`config.mk`:
```
export PLATFORM = sky130hd
export DESIGN_NAME = joint_impedance_torque_law_unit
export DESIGN_NICKNAME = d
export VERILOG_FILES = /design/src/jitl_pkg.sv /design/src/joint_impedance_torque_law_unit.sv /design/src/jitl_serial_mult.sv /design/src/jitl_joint_store.sv
export SDC_FILE = /design/constraint.sdc
export NUM_CORES = 2
export LEC_CHECK = 0
export BUFFER_PORTS_ARGS = -buffer_cell sky130_fd_sc_hd__buf_2
export CORE_ASPECT_RATIO = 1.2
export CORE_UTILIZATION = 55
export DETAILED_ROUTE_END_ITERATION = 8
export HOLD_SLACK_MARGIN = 0.06
export PLACE_DENSITY_LB_ADDON = 0.12
export SLEW_MARGIN = 40
export SYNTH_ARGS = -nofsm -noshare
export SYNTH_HDL_FRONTEND = slang
export SYNTH_HIERARCHICAL = 1
export SYNTH_SLANG_ARGS = --single-unit
```
`constraint.sdc`:
```
create_clock -name i_clk -period 9 [get_ports i_clk]
set_clock_uncertainty 0.15 [all_clocks]
set_input_delay 0.9 -clock i_clk [delete_from_list [all_inputs] [get_ports i_clk]]
set_output_delay 0.9 -clock i_clk [all_outputs]
set_load 0.03 [all_outputs]
```
`src/jitl_pkg.sv`:
```
// jitl_pkg: shared types, constants and helpers of the joint impedance torque law unit.
// No dependencies. Imported by every module in src.
`default_nettype none

package jitl_pkg;

    localparam int DATA_W     = 32;
    localparam int GAIN_W     = 31;
    localparam int ALPHA_W    = 17;
    localparam int ALPHA_FRAC = 16;
    localparam int ACC_W      = 64;
    localparam int MUL_STEPS  = GAIN_W;
    localparam int CFG_IDX_W  = 2;
    localparam int JOINT_W    = 3;

    localparam int DEF_NUM_JOINTS = 7;
    localparam int DEF_FRAC_BITS  = 16;

    localparam logic [ALPHA_W-1:0] ALPHA_ONE   = 17'd65536;
    localparam logic [ALPHA_W-1:0] ALPHA_RESET = 17'd64881;
    localparam logic [GAIN_W-1:0]  CGAIN_RESET = 31'd65536;
    localparam logic [GAIN_W-1:0]  STEP_RESET  = 31'd65536;

    localparam logic signed [ACC_W-1:0] S32_MAX64 = 64'sd2147483647;
    localparam logic signed [ACC_W-1:0] S32_MIN64 = -64'sd2147483648;

    typedef enum logic [CFG_IDX_W-1:0] {
        CFG_FILTER_ALPHA    = 2'd0,
        CFG_CORIOLIS_GAIN   = 2'd1,
        CFG_MAX_TORQUE_STEP = 2'd2
    } t_cfg_idx;

    typedef enum logic {
        OP_CONTROL = 1'b0,
        OP_LOAD    = 1'b1
    } t_op;

    typedef enum logic [2:0] {
        ST_IDLE,
        ST_MUL_START,
        ST_MUL_WAIT,
        ST_FILT,
        ST_DIFF,
        ST_CLAMP,
        ST_OUT
    } t_state;

    typedef enum logic [2:0] {
        PH_DECAY,
        PH_SAMPLE,
        PH_CORIOLIS,
        PH_STIFF,
        PH_DAMP
    } t_phase;

    typedef struct packed {
        logic                     start;
        logic signed [DATA_W-1:0] mcand;
        logic [GAIN_W-1:0]        mplier;
    } t_mul_req;

    typedef struct packed {
        logic gain_we;
        logic filt_we;
    } t_store_wr;

    function automatic logic signed [DATA_W-1:0] sat32(input logic signed [ACC_W-1:0] x);
        logic signed [DATA_W-1:0] res;
        if (x > S32_MAX64) begin
            res = S32_MAX64[DATA_W-1:0];
        end else if (x < S32_MIN64) begin
            res = S32_MIN64[DATA_W-1:0];
        end else begin
            res = x[DATA_W-1:0];
        end
        return res;
    endfunction

endpackage

`default_nettype wire

```
`src/joint_impedance_torque_law_unit.sv`:
```
// joint_impedance_torque_law_unit: top level, item sequencer, velocity filter,
// torque accumulation and step limiter. Depends on jitl_pkg, jitl_serial_mult, jitl_joint_store.
//
// channel  direction  handshake                   payload
// in       input      i_in_valid / o_in_stall     i_operation .. i_damping_in
// out      output     o_out_valid / i_out_stall   o_joint_out, o_torque_command, o_was_limited
// cfg      input      i_cfg_valid / o_cfg_ready   i_cfg_index, i_cfg_data
//
// A control beat runs five products in turn on the single bit-serial multiplier
// (31 multiplier bits, one per cycle) before it gives a valid result.
// Gain loads and beats for absent joints are taken without leaving idle and give no result.
// The next beat is accepted in the cycle after the result is latched, even if out is stalled;
// a second result waits until the output register is free.
// Reset clears the per-joint tables and restores the register defaults.
`default_nettype none

module joint_impedance_torque_law_unit #(
    parameter int NUM_JOINTS = jitl_pkg::DEF_NUM_JOINTS,
    parameter int FRAC_BITS  = jitl_pkg::DEF_FRAC_BITS
) (
    input  logic                                   i_clk,
    input  logic                                   i_rst_n,
    input  logic                                   i_in_valid,
    output logic                                   o_in_stall,
    input  logic                                   i_operation,
    input  logic [jitl_pkg::JOINT_W-1:0]           i_joint,
    input  logic signed [jitl_pkg::DATA_W-1:0]     i_angle_target,
    input  logic signed [jitl_pkg::DATA_W-1:0]     i_angle_measured,
    input  logic signed [jitl_pkg::DATA_W-1:0]     i_speed_target,
    input  logic signed [jitl_pkg::DATA_W-1:0]     i_speed_measured,
    input  logic signed [jitl_pkg::DATA_W-1:0]     i_coriolis_torque,
    input  logic signed [jitl_pkg::DATA_W-1:0]     i_prior_torque,
    input  logic [jitl_pkg::GAIN_W-1:0]            i_stiffness_in,
    input  logic [jitl_pkg::GAIN_W-1:0]            i_damping_in,
    output logic                                   o_out_valid,
    input  logic                                   i_out_stall,
    output logic [jitl_pkg::JOINT_W-1:0]           o_joint_out,
    output logic signed [jitl_pkg::DATA_W-1:0]     o_torque_command,
    output logic                                   o_was_limited,
    input  logic                                   i_cfg_valid,
    output logic                                   o_cfg_ready,
    input  logic [jitl_pkg::CFG_IDX_W-1:0]         i_cfg_index,
    input  logic [jitl_pkg::GAIN_W-1:0]            i_cfg_data
);
    import jitl_pkg::*;

    localparam int IW = (NUM_JOINTS > 1) ? $clog2(NUM_JOINTS) : 1;

    // configuration
    logic [ALPHA_W-1:0] r_alpha;
    logic [GAIN_W-1:0]  r_cgain;
    logic [GAIN_W-1:0]  r_step;

    // control
    t_state r_state, n_state;
    t_phase r_phase;
    logic   r_out_valid, n_out_valid;

    // item payload
    logic [JOINT_W-1:0]       r_joint;
    logic [IW-1:0]            r_idx;
    logic signed [DATA_W-1:0] r_q_t, r_q_m, r_v_t, r_v_m, r_cor, r_prior;
    logic signed [DATA_W-1:0] r_filt;
    logic signed [ACC_W-1:0]  r_acc;
    logic signed [ACC_W-1:0]  r_diff;
    logic                     r_lim;
    logic [JOINT_W-1:0]       r_out_joint;
    logic signed [DATA_W-1:0] r_out_torque;
    logic                     r_out_lim;

    // combinational
    logic                     w_in_acc;
    logic                     w_joint_ok;
    logic [7:0]               w_joint_ext;
    logic [IW-1:0]            w_in_idx;
    logic                     w_out_free;
    logic                     w_load_out;
    logic [ALPHA_W-1:0]       w_alpha;
    logic signed [DATA_W-1:0] w_eq, w_ev, w_filt_new;
    logic signed [ACC_W-1:0]  w_term;
    logic signed [ACC_W-1:0]  w_step;
    logic signed [ACC_W-1:0]  w_cmd;
    logic signed [DATA_W-1:0] w_fin;
    t_mul_req                 w_req;
    logic                     w_mul_done;
    logic signed [ACC_W-1:0]  w_product;
    t_store_wr                w_wr;
    logic [IW-1:0]            w_st_idx;
    logic [GAIN_W-1:0]        w_st_stiff, w_st_damp;
    logic signed [DATA_W-1:0] w_st_filt;

    assign o_cfg_ready = 1'b1;
    assign o_in_stall  = (r_state != ST_IDLE);
    assign w_in_acc    = i_in_valid && !o_in_stall;

    assign w_joint_ext = {5'b0, i_joint};
    assign w_in_idx    = w_joint_ext[IW-1:0];
    assign w_joint_ok  = ({2'b00, i_joint} < 5'(NUM_JOINTS));

    assign w_alpha    = (r_alpha > ALPHA_ONE) ? ALPHA_ONE : r_alpha;
    assign w_eq       = sat32(64'(r_q_t) - 64'(r_q_m));
    assign w_ev       = sat32(64'(r_v_t) - 64'(r_filt));
    assign w_filt_new = sat32(r_acc >>> ALPHA_FRAC);
    assign w_term     = (r_phase == PH_DECAY || r_phase == PH_SAMPLE) ? w_product
                                                                      : (w_product >>> FRAC_BITS);
    assign w_step     = $signed({33'b0, r_step});
    assign w_cmd      = 64'(r_prior) + r_diff;
    assign w_fin      = sat32(w_cmd);

    assign w_out_free = !r_out_valid || !i_out_stall;
    assign w_load_out = (r_state == ST_OUT) && w_out_free;

    // multiplier operands by phase
    always_comb begin
        w_req.start = (r_state == ST_MUL_START);
        unique case (r_phase)
            PH_DECAY: begin
                w_req.mcand  = w_st_filt;
                w_req.mplier = GAIN_W'(ALPHA_ONE - w_alpha);
            end
            PH_SAMPLE: begin
                w_req.mcand  = r_v_m;
                w_req.mplier = GAIN_W'(w_alpha);
            end
            PH_CORIOLIS: begin
                w_req.mcand  = r_cor;
                w_req.mplier = r_cgain;
            end
            PH_STIFF: begin
                w_req.mcand  = w_eq;
                w_req.mplier = w_st_stiff;
            end
            PH_DAMP: begin
                w_req.mcand  = w_ev;
                w_req.mplier = w_st_damp;
            end
            default: begin
                w_req.mcand  = '0;
                w_req.mplier = '0;
            end
        endcase
    end

    always_comb begin
        w_wr.gain_we = w_in_acc && w_joint_ok && (i_operation == OP_LOAD);
        w_wr.filt_we = (r_state == ST_FILT);
        w_st_idx     = (r_state == ST_IDLE) ? w_in_idx : r_idx;
    end

    jitl_serial_mult u_mult (
        .i_clk     (i_clk),
        .i_rst_n   (i_rst_n),
        .i_req     (w_req),
        .o_done    (w_mul_done),
        .o_product (w_product)
    );

    jitl_joint_store #(
        .NUM_JOINTS (NUM_JOINTS),
        .IW         (IW)
    ) u_store (
        .i_clk       (i_clk),
        .i_rst_n     (i_rst_n),
        .i_wr        (w_wr),
        .i_idx       (w_st_idx),
        .i_stiffness (i_stiffness_in),
        .i_damping   (i_damping_in),
        .i_filt      (w_filt_new),
        .o_stiffness (w_st_stiff),
        .o_damping   (w_st_damp),
        .o_filt      (w_st_filt)
    );

    // configuration registers
    always_ff @(posedge i_clk) begin
        if (!i_rst_n) begin
            r_alpha <= ALPHA_RESET;
            r_cgain <= CGAIN_RESET;
            r_step  <= STEP_RESET;
        end else if (i_cfg_valid && o_cfg_ready) begin
            unique case (i_cfg_index)
                CFG_FILTER_ALPHA:    r_alpha <= i_cfg_data[ALPHA_W-1:0];
                CFG_CORIOLIS_GAIN:   r_cgain <= i_cfg_data;
                CFG_MAX_TORQUE_STEP: r_step  <= i_cfg_data;
                default: ;
            endcase
        end
    end

    // sequencer
    always_ff @(posedge i_clk) begin
        if (!i_rst_n) begin
            r_state     <= ST_IDLE;
            r_phase     <= PH_DECAY;
            r_out_valid <= 1'b0;
        end else begin
            r_state     <= n_state;
            r_out_valid <= n_out_valid;
            if (r_state == ST_IDLE) begin
                r_phase <= PH_DECAY;
            end else if (r_state == ST_MUL_WAIT && w_mul_done) begin
                unique case (r_phase)
                    PH_DECAY:    r_phase <= PH_SAMPLE;
                    PH_SAMPLE:   r_phase <= PH_CORIOLIS;
                    PH_CORIOLIS: r_phase <= PH_STIFF;
                    PH_STIFF:    r_phase <= PH_DAMP;
                    default:     r_phase <= r_phase;
                endcase
            end
        end
    end

    always_comb begin
        n_state     = r_state;
        n_out_valid = r_out_valid;
        if (r_out_valid && !i_out_stall) begin
            n_out_valid = 1'b0;
        end
        unique case (r_state)
            ST_IDLE: begin
                if (w_in_acc && w_joint_ok && i_operation == OP_CONTROL) begin
                    n_state = ST_MUL_START;
                end
            end
            ST_MUL_START: n_state = ST_MUL_WAIT;
            ST_MUL_WAIT: begin
                if (w_mul_done) begin
                    priority case (r_phase)
                        PH_SAMPLE: n_state = ST_FILT;
                        PH_DAMP:   n_state = ST_DIFF;
                        default:   n_state = ST_MUL_START;
                    endcase
                end
            end
            ST_FILT:  n_state = ST_MUL_START;
            ST_DIFF:  n_state = ST_CLAMP;
            ST_CLAMP: n_state = ST_OUT;
            ST_OUT: begin
                if (w_out_free) begin
                    n_state     = ST_IDLE;
                    n_out_valid = 1'b1;
                end
            end
            default: n_state = ST_IDLE;
        endcase
    end

    // datapath
    always_ff @(posedge i_clk) begin
        if (w_in_acc) begin
            r_joint <= i_joint;
            r_idx   <= w_in_idx;
            r_q_t   <= i_angle_target;
            r_q_m   <= i_angle_measured;
            r_v_t   <= i_speed_target;
            r_v_m   <= i_speed_measured;
            r_cor   <= i_coriolis_torque;
            r_prior <= i_prior_torque;
            r_acc   <= '0;
        end else if (r_state == ST_MUL_WAIT && w_mul_done) begin
            r_acc <= r_acc + w_term;
        end else if (r_state == ST_FILT) begin
            r_filt <= w_filt_new;
            r_acc  <= '0;
        end
        if (r_state == ST_DIFF) begin
            r_diff <= r_acc - 64'(r_prior);
        end else if (r_state == ST_CLAMP) begin
            priority if (r_diff > w_step) begin
                r_diff <= w_step;
                r_lim  <= 1'b1;
            end else if (r_diff < -w_step) begin
                r_diff <= -w_step;
                r_lim  <= 1'b1;
            end else begin
                r_lim <= 1'b0;
            end
        end
        if (w_load_out) begin
            r_out_joint  <= r_joint;
            r_out_torque <= w_fin;
            r_out_lim    <= r_lim || (64'(w_fin) != w_cmd);
        end
    end

    assign o_out_valid      = r_out_valid;
    assign o_joint_out      = r_out_joint;
    assign o_torque_command = r_out_torque;
    assign o_was_limited    = r_out_lim;

    a_done_in_wait: assert property (@(posedge i_clk) disable iff (!i_rst_n)
        w_mul_done |-> r_state == ST_MUL_WAIT)
        else $error("multiplier finished outside the wait state");

    a_out_from_seq: assert property (@(posedge i_clk) disable iff (!i_rst_n)
        $rose(r_out_valid) |-> $past(r_state) == ST_OUT)
        else $error("result latched without a finished sequence");

    a_diff_after_damp: assert property (@(posedge i_clk) disable iff (!i_rst_n)
        r_state == ST_DIFF |-> r_phase == PH_DAMP)
        else $error("limiter entered before all products were summed");

endmodule

`default_nettype wire

```
`src/jitl_serial_mult.sv`:
```
// jitl_serial_mult: bit-serial shift-add multiplier, signed 32-bit multiplicand times
// unsigned 31-bit multiplier, one multiplier bit per cycle. Depends on jitl_pkg.
`default_nettype none

module jitl_serial_mult (
    input  logic                                  i_clk,
    input  logic                                  i_rst_n,
    input  jitl_pkg::t_mul_req                    i_req,
    output logic                                  o_done,
    output logic signed [jitl_pkg::ACC_W-1:0]     o_product
);
    import jitl_pkg::*;

    localparam int CNT_W = $clog2(MUL_STEPS);

    logic                     r_busy;
    logic                     r_done;
    logic [CNT_W-1:0]         r_cnt;
    logic signed [DATA_W-1:0] r_mcand;
    logic [GAIN_W-1:0]        r_mp;
    logic signed [DATA_W:0]   r_hi;
    logic [GAIN_W-1:0]        r_lo;

    logic signed [DATA_W+1:0] w_pp;
    logic signed [DATA_W+1:0] w_sum;

    always_comb begin
        w_pp  = r_mp[0] ? {{2{r_mcand[DATA_W-1]}}, r_mcand} : '0;
        w_sum = {r_hi[DATA_W], r_hi} + w_pp;
    end

    always_ff @(posedge i_clk) begin
        if (!i_rst_n) begin
            r_busy <= 1'b0;
            r_done <= 1'b0;
            r_cnt  <= '0;
        end else begin
            r_done <= 1'b0;
            if (i_req.start) begin
                r_busy <= 1'b1;
                r_cnt  <= '0;
            end else if (r_busy) begin
                r_cnt <= r_cnt + 1'b1;
                if (r_cnt == CNT_W'(MUL_STEPS - 1)) begin
                    r_busy <= 1'b0;
                    r_done <= 1'b1;
                end
            end
        end
    end

    always_ff @(posedge i_clk) begin
        if (i_req.start) begin
            r_mcand <= i_req.mcand;
            r_mp    <= i_req.mplier;
            r_hi    <= '0;
            r_lo    <= '0;
        end else if (r_busy) begin
            r_hi <= w_sum[DATA_W+1:1];
            r_lo <= {w_sum[0], r_lo[GAIN_W-1:1]};
            r_mp <= r_mp >> 1;
        end
    end

    assign o_done    = r_done;
    assign o_product = {r_hi, r_lo};

endmodule

`default_nettype wire

```
`src/jitl_joint_store.sv`:
```
// jitl_joint_store: per-joint stiffness, damping and filtered velocity registers,
// cleared at reset. Depends on jitl_pkg.
`default_nettype none

module jitl_joint_store #(
    parameter int NUM_JOINTS = jitl_pkg::DEF_NUM_JOINTS,
    parameter int IW         = 3
) (
    input  logic                                 i_clk,
    input  logic                                 i_rst_n,
    input  jitl_pkg::t_store_wr                  i_wr,
    input  logic [IW-1:0]                        i_idx,
    input  logic [jitl_pkg::GAIN_W-1:0]          i_stiffness,
    input  logic [jitl_pkg::GAIN_W-1:0]          i_damping,
    input  logic signed [jitl_pkg::DATA_W-1:0]   i_filt,
    output logic [jitl_pkg::GAIN_W-1:0]          o_stiffness,
    output logic [jitl_pkg::GAIN_W-1:0]          o_damping,
    output logic signed [jitl_pkg::DATA_W-1:0]   o_filt
);
    import jitl_pkg::*;

    logic [GAIN_W-1:0]        r_stiff [NUM_JOINTS];
    logic [GAIN_W-1:0]        r_damp  [NUM_JOINTS];
    logic signed [DATA_W-1:0] r_filt  [NUM_JOINTS];

    always_ff @(posedge i_clk) begin
        if (!i_rst_n) begin
            for (int i = 0; i < NUM_JOINTS; i++) begin
                r_stiff[i] <= '0;
                r_damp[i]  <= '0;
                r_filt[i]  <= '0;
            end
        end else begin
            if (i_wr.gain_we) begin
                r_stiff[i_idx] <= i_stiffness;
                r_damp[i_idx]  <= i_damping;
            end
            if (i_wr.filt_we) begin
                r_filt[i_idx] <= i_filt;
            end
        end
    end

    assign o_stiffness = r_stiff[i_idx];
    assign o_damping   = r_damp[i_idx];
    assign o_filt      = r_filt[i_idx];

endmodule

`default_nettype wire

```
==> summary.txt <==
Critical Path Max Stage Delay -> 0.51 ns
Pleak -> 34.2 nW
clk buf depth -> 3
DR vias/cell -> 6.22
most common flop cell mapped by yosys -> edfxtp_1
initial core utilization -> 55.4%
largest net degree at the start of global routing -> 129
final hold vios -> 0
# setup viols final -> 0
minimum clock period -> 6.67 ns
cell with the most instances after synthesis -> edfxtp_1
final WL -> 228 mm
layout cells sized above 1 -> 14.6%
main area contributors after synthesis -> edfxtp_1 41%, dfxtp_1 8.3%, ha_1 6.3%
critical path launch point type -> flop
DP HPWL -> 163 mm
DRT Pass-1 Iters -> 5
Post-CTS Setup Inserts -> 0
H-Tree Depth -> 4
largest family of logic cells by synthesized area -> compound AO/OA/AOI/OAI gates
Req. time, crit path -> 9.33 ns
mean routed wirelength per cell -> 24.8 um
outcome -> completed
number of global-route vias before repair -> 55400
Mapped Area -> 0.0761 mm^2
Layout Nets -> 7935
Setup crit end -> r_diff[55]
register area share after synthesis -> 49.7%
GPL Wtd Cong -> 0.991
CTS Hold Bufs -> 0
Synth async-reset ratio -> 0%
maximum VDD drop -> 0.180 mV
Clk Latency, worst-skew pair -> 0.80 ns
DP Cell Count -> 8911
average size of a mapped cell -> 10.8 um^2
Non-Filler Instances -> 9179
Setup crit end kind -> flop
DR iter-0 viols -> 5480
Yosys top cell area share -> 41.4%
RSZ-0062 raised after global routing -> false
multiplexer area fraction after synthesis -> 8.81%
FP Rows -> 149
Worst setup startpoint -> r_step[1]
max-slew violations -> 0
setup TNS -> 0 ns
share of power burned in registers -> 45.5%
Synth Area in Simple Gates -> 13.5%
worst-margin pin slew -> 0.882 ns
DR DRC count -> 0
synthesized instance count -> 7056
die footprint -> 0.140 mm^2
global route overflow -> 0
fmax -> 150 MHz
slew margin rel. -> 39.7%
Tot Pwr -> 0.0162 W
Synth Register Bits -> 1364
XOR/XNOR share of the synthesized area -> 3.52%
R2R Path Start -> r_step[1]
syn_nets -> 7743
IO Count -> 335
Synth area leader -> edfxtp_1
TritonCTS Sinks -> 1364
TritonCTS clock tree -> done
All-Layer GR Usage -> 32.0%
global-route wire length before repair -> 337 mm
worst path bufs/invs -> 4
CP Cell Sequence -> inv_1, ha_1, nand4_1, or3_1, or3_1, nand2b_1, nand3b_1, buf_4, nor4_1, ha_1, ha_1, nand4_1, nor4_1, nand3_1, or3_1, nor4_1, o2111ai_1, a21oi_1, nor4_1, xor2_1, a21oi_4, buf_16, buf_12
Net Switching -> 0.00457 W
Logic pwr share -> 18.4%
adder-cell share of the synthesized area -> 6.54%
Setup CP Type -> flop to flop
Sw Ratio -> 28.3%
Core ar. -> 0.137 mm^2
Max-cap violations -> 0
Internal -> 0.0116 W
Port-buffer cells -> 333
Synth Area in Compound Gates -> 14.4%
r2r setup slk -> 2.33 ns
CP delay by family, top -> simple AND/OR/NAND/NOR gates
R2R Path End -> r_diff[55]
pwr/cell area -> 192 mW/mm^2
cells on worst reg2reg path -> 23
cts repair resizes -> 0
Vias -> 57100
Clock power frac -> 36.2%
Stages on worst setup path -> 23
die width -> 342 um
slowest CP cell -> a21oi_4
crit path DAT -> 7.00 ns
total CTS buffers -> 143
Area growth syn-to-layout -> 10.8%
Worst-path clk slew -> 0.06 ns
Max FO, Critical Path -> 39
Post-synth top cells -> 1049 x edfxtp_1, 754 x nand2_1, 754 x nor2_1
cell mode on critical path -> nor4_1
hold_sp -> i_prior_torque[31]
hold path cells -> 1
Post-synth EDFFs -> 1049
Min-Delay Path Class -> primary input to flop
initial antenna violation count -> 30
Antenna Nets Post-Route -> 0
Root Buffer -> clkbuf_16
Final period util -> 74.1%
chip height -> 410 um
Cell variety after synth -> 117
Yosys warning total -> 6
layer usage:
layer | wire length, um | global-route usage, %
met5 | 107 | 0
met4 | 8880 | 12.7
met3 | 18000 | 5.26
met2 | 110000 | 53.2
met1 | 90500 | 41.8
sequential cells by signal (all words and copies together) (netlist names), 33 cells and up:
| name | cells |
|---|---|
| r_acc | 64 |
| u_mult/r_hi | 33 |
| r_diff | 64 |
| u_store/r_stiff | 248 |
| u_store/r_filt | 256 |
| u_store/r_damp | 248 |
power by group through the flow:
stage,sequential [W],combinational [W],clock (W)
floorplan,0.00737,0.00212,0
global placement,0.00748,0.00289,0
detailed placement,0.00749,0.00291,0
CTS,0.00736,0.00293,0.00594
global route,0.00738,0.00319,0.00616
finish,0.00736,0.00297,0.00586
per-stage QoR:
step / setup WS [ns] / hold slack [ns] / utilization, % / area, um^2
floorplan: 0.526 / 0.276 / - / 76100
global route: 1.78 / 0.0970 / 61.4 / 84400
CTS: 2.35 / 0.0750 / 61.3 / 84200
global placement: 2.38 / 0.289 / 57.8 / 79400
detailed placement: 2.36 / 0.289 / 58.0 / 79600
finish: 2.33 / 0.130 / 61.4 / 84400
layout make-up:
class	instances	area, um^2
repair buffers	426	2610
diodes	9	22.5
multi-input cells	5008	35900
inverters	305	1140
well taps	1812	2270
clock buffers	197	3990
fillers	11200	53000
clock inverters	58	606
flip-flops and latches	1364	37800
how the worst min path moves through the flow:
stage	endpoint	slack [ns]
floorplan	o_joint_out[0]	0.28
global placement	u_store/r_stiff[6][17]	0.29
detailed placement	o_joint_out[0]	0.29
CTS	r_cor[16]	0.08
global route	r_q_m[16]	0.1
finish	r_prior[31]	0.13
cell families after synthesis:
| kind of cell | after synthesis |
|---|---|
| compound gates | 1643 |
| xor+xnor | 306 |
| fa+ha+maj | 395 |
| buf+inv | 684 |
| flops | 1364 |
| mux | 418 |
| other cells | 1 |
| simple gates | 2245 |
placed cells by master (no fill, tap or decap), drive strengths merged, types with 122 or more instances in the layout:
cell,count
a21o,266
a21oi,407
and2,151
buf,426
clkbuf,197
dfxtp,315
edfxtp,1049
ha,385
inv,313
mux2,128
mux4,189
nand2,754
nand3,122
nor2,755
o21ai,329
xnor2,189
Power figures use the tool's default switching activity.
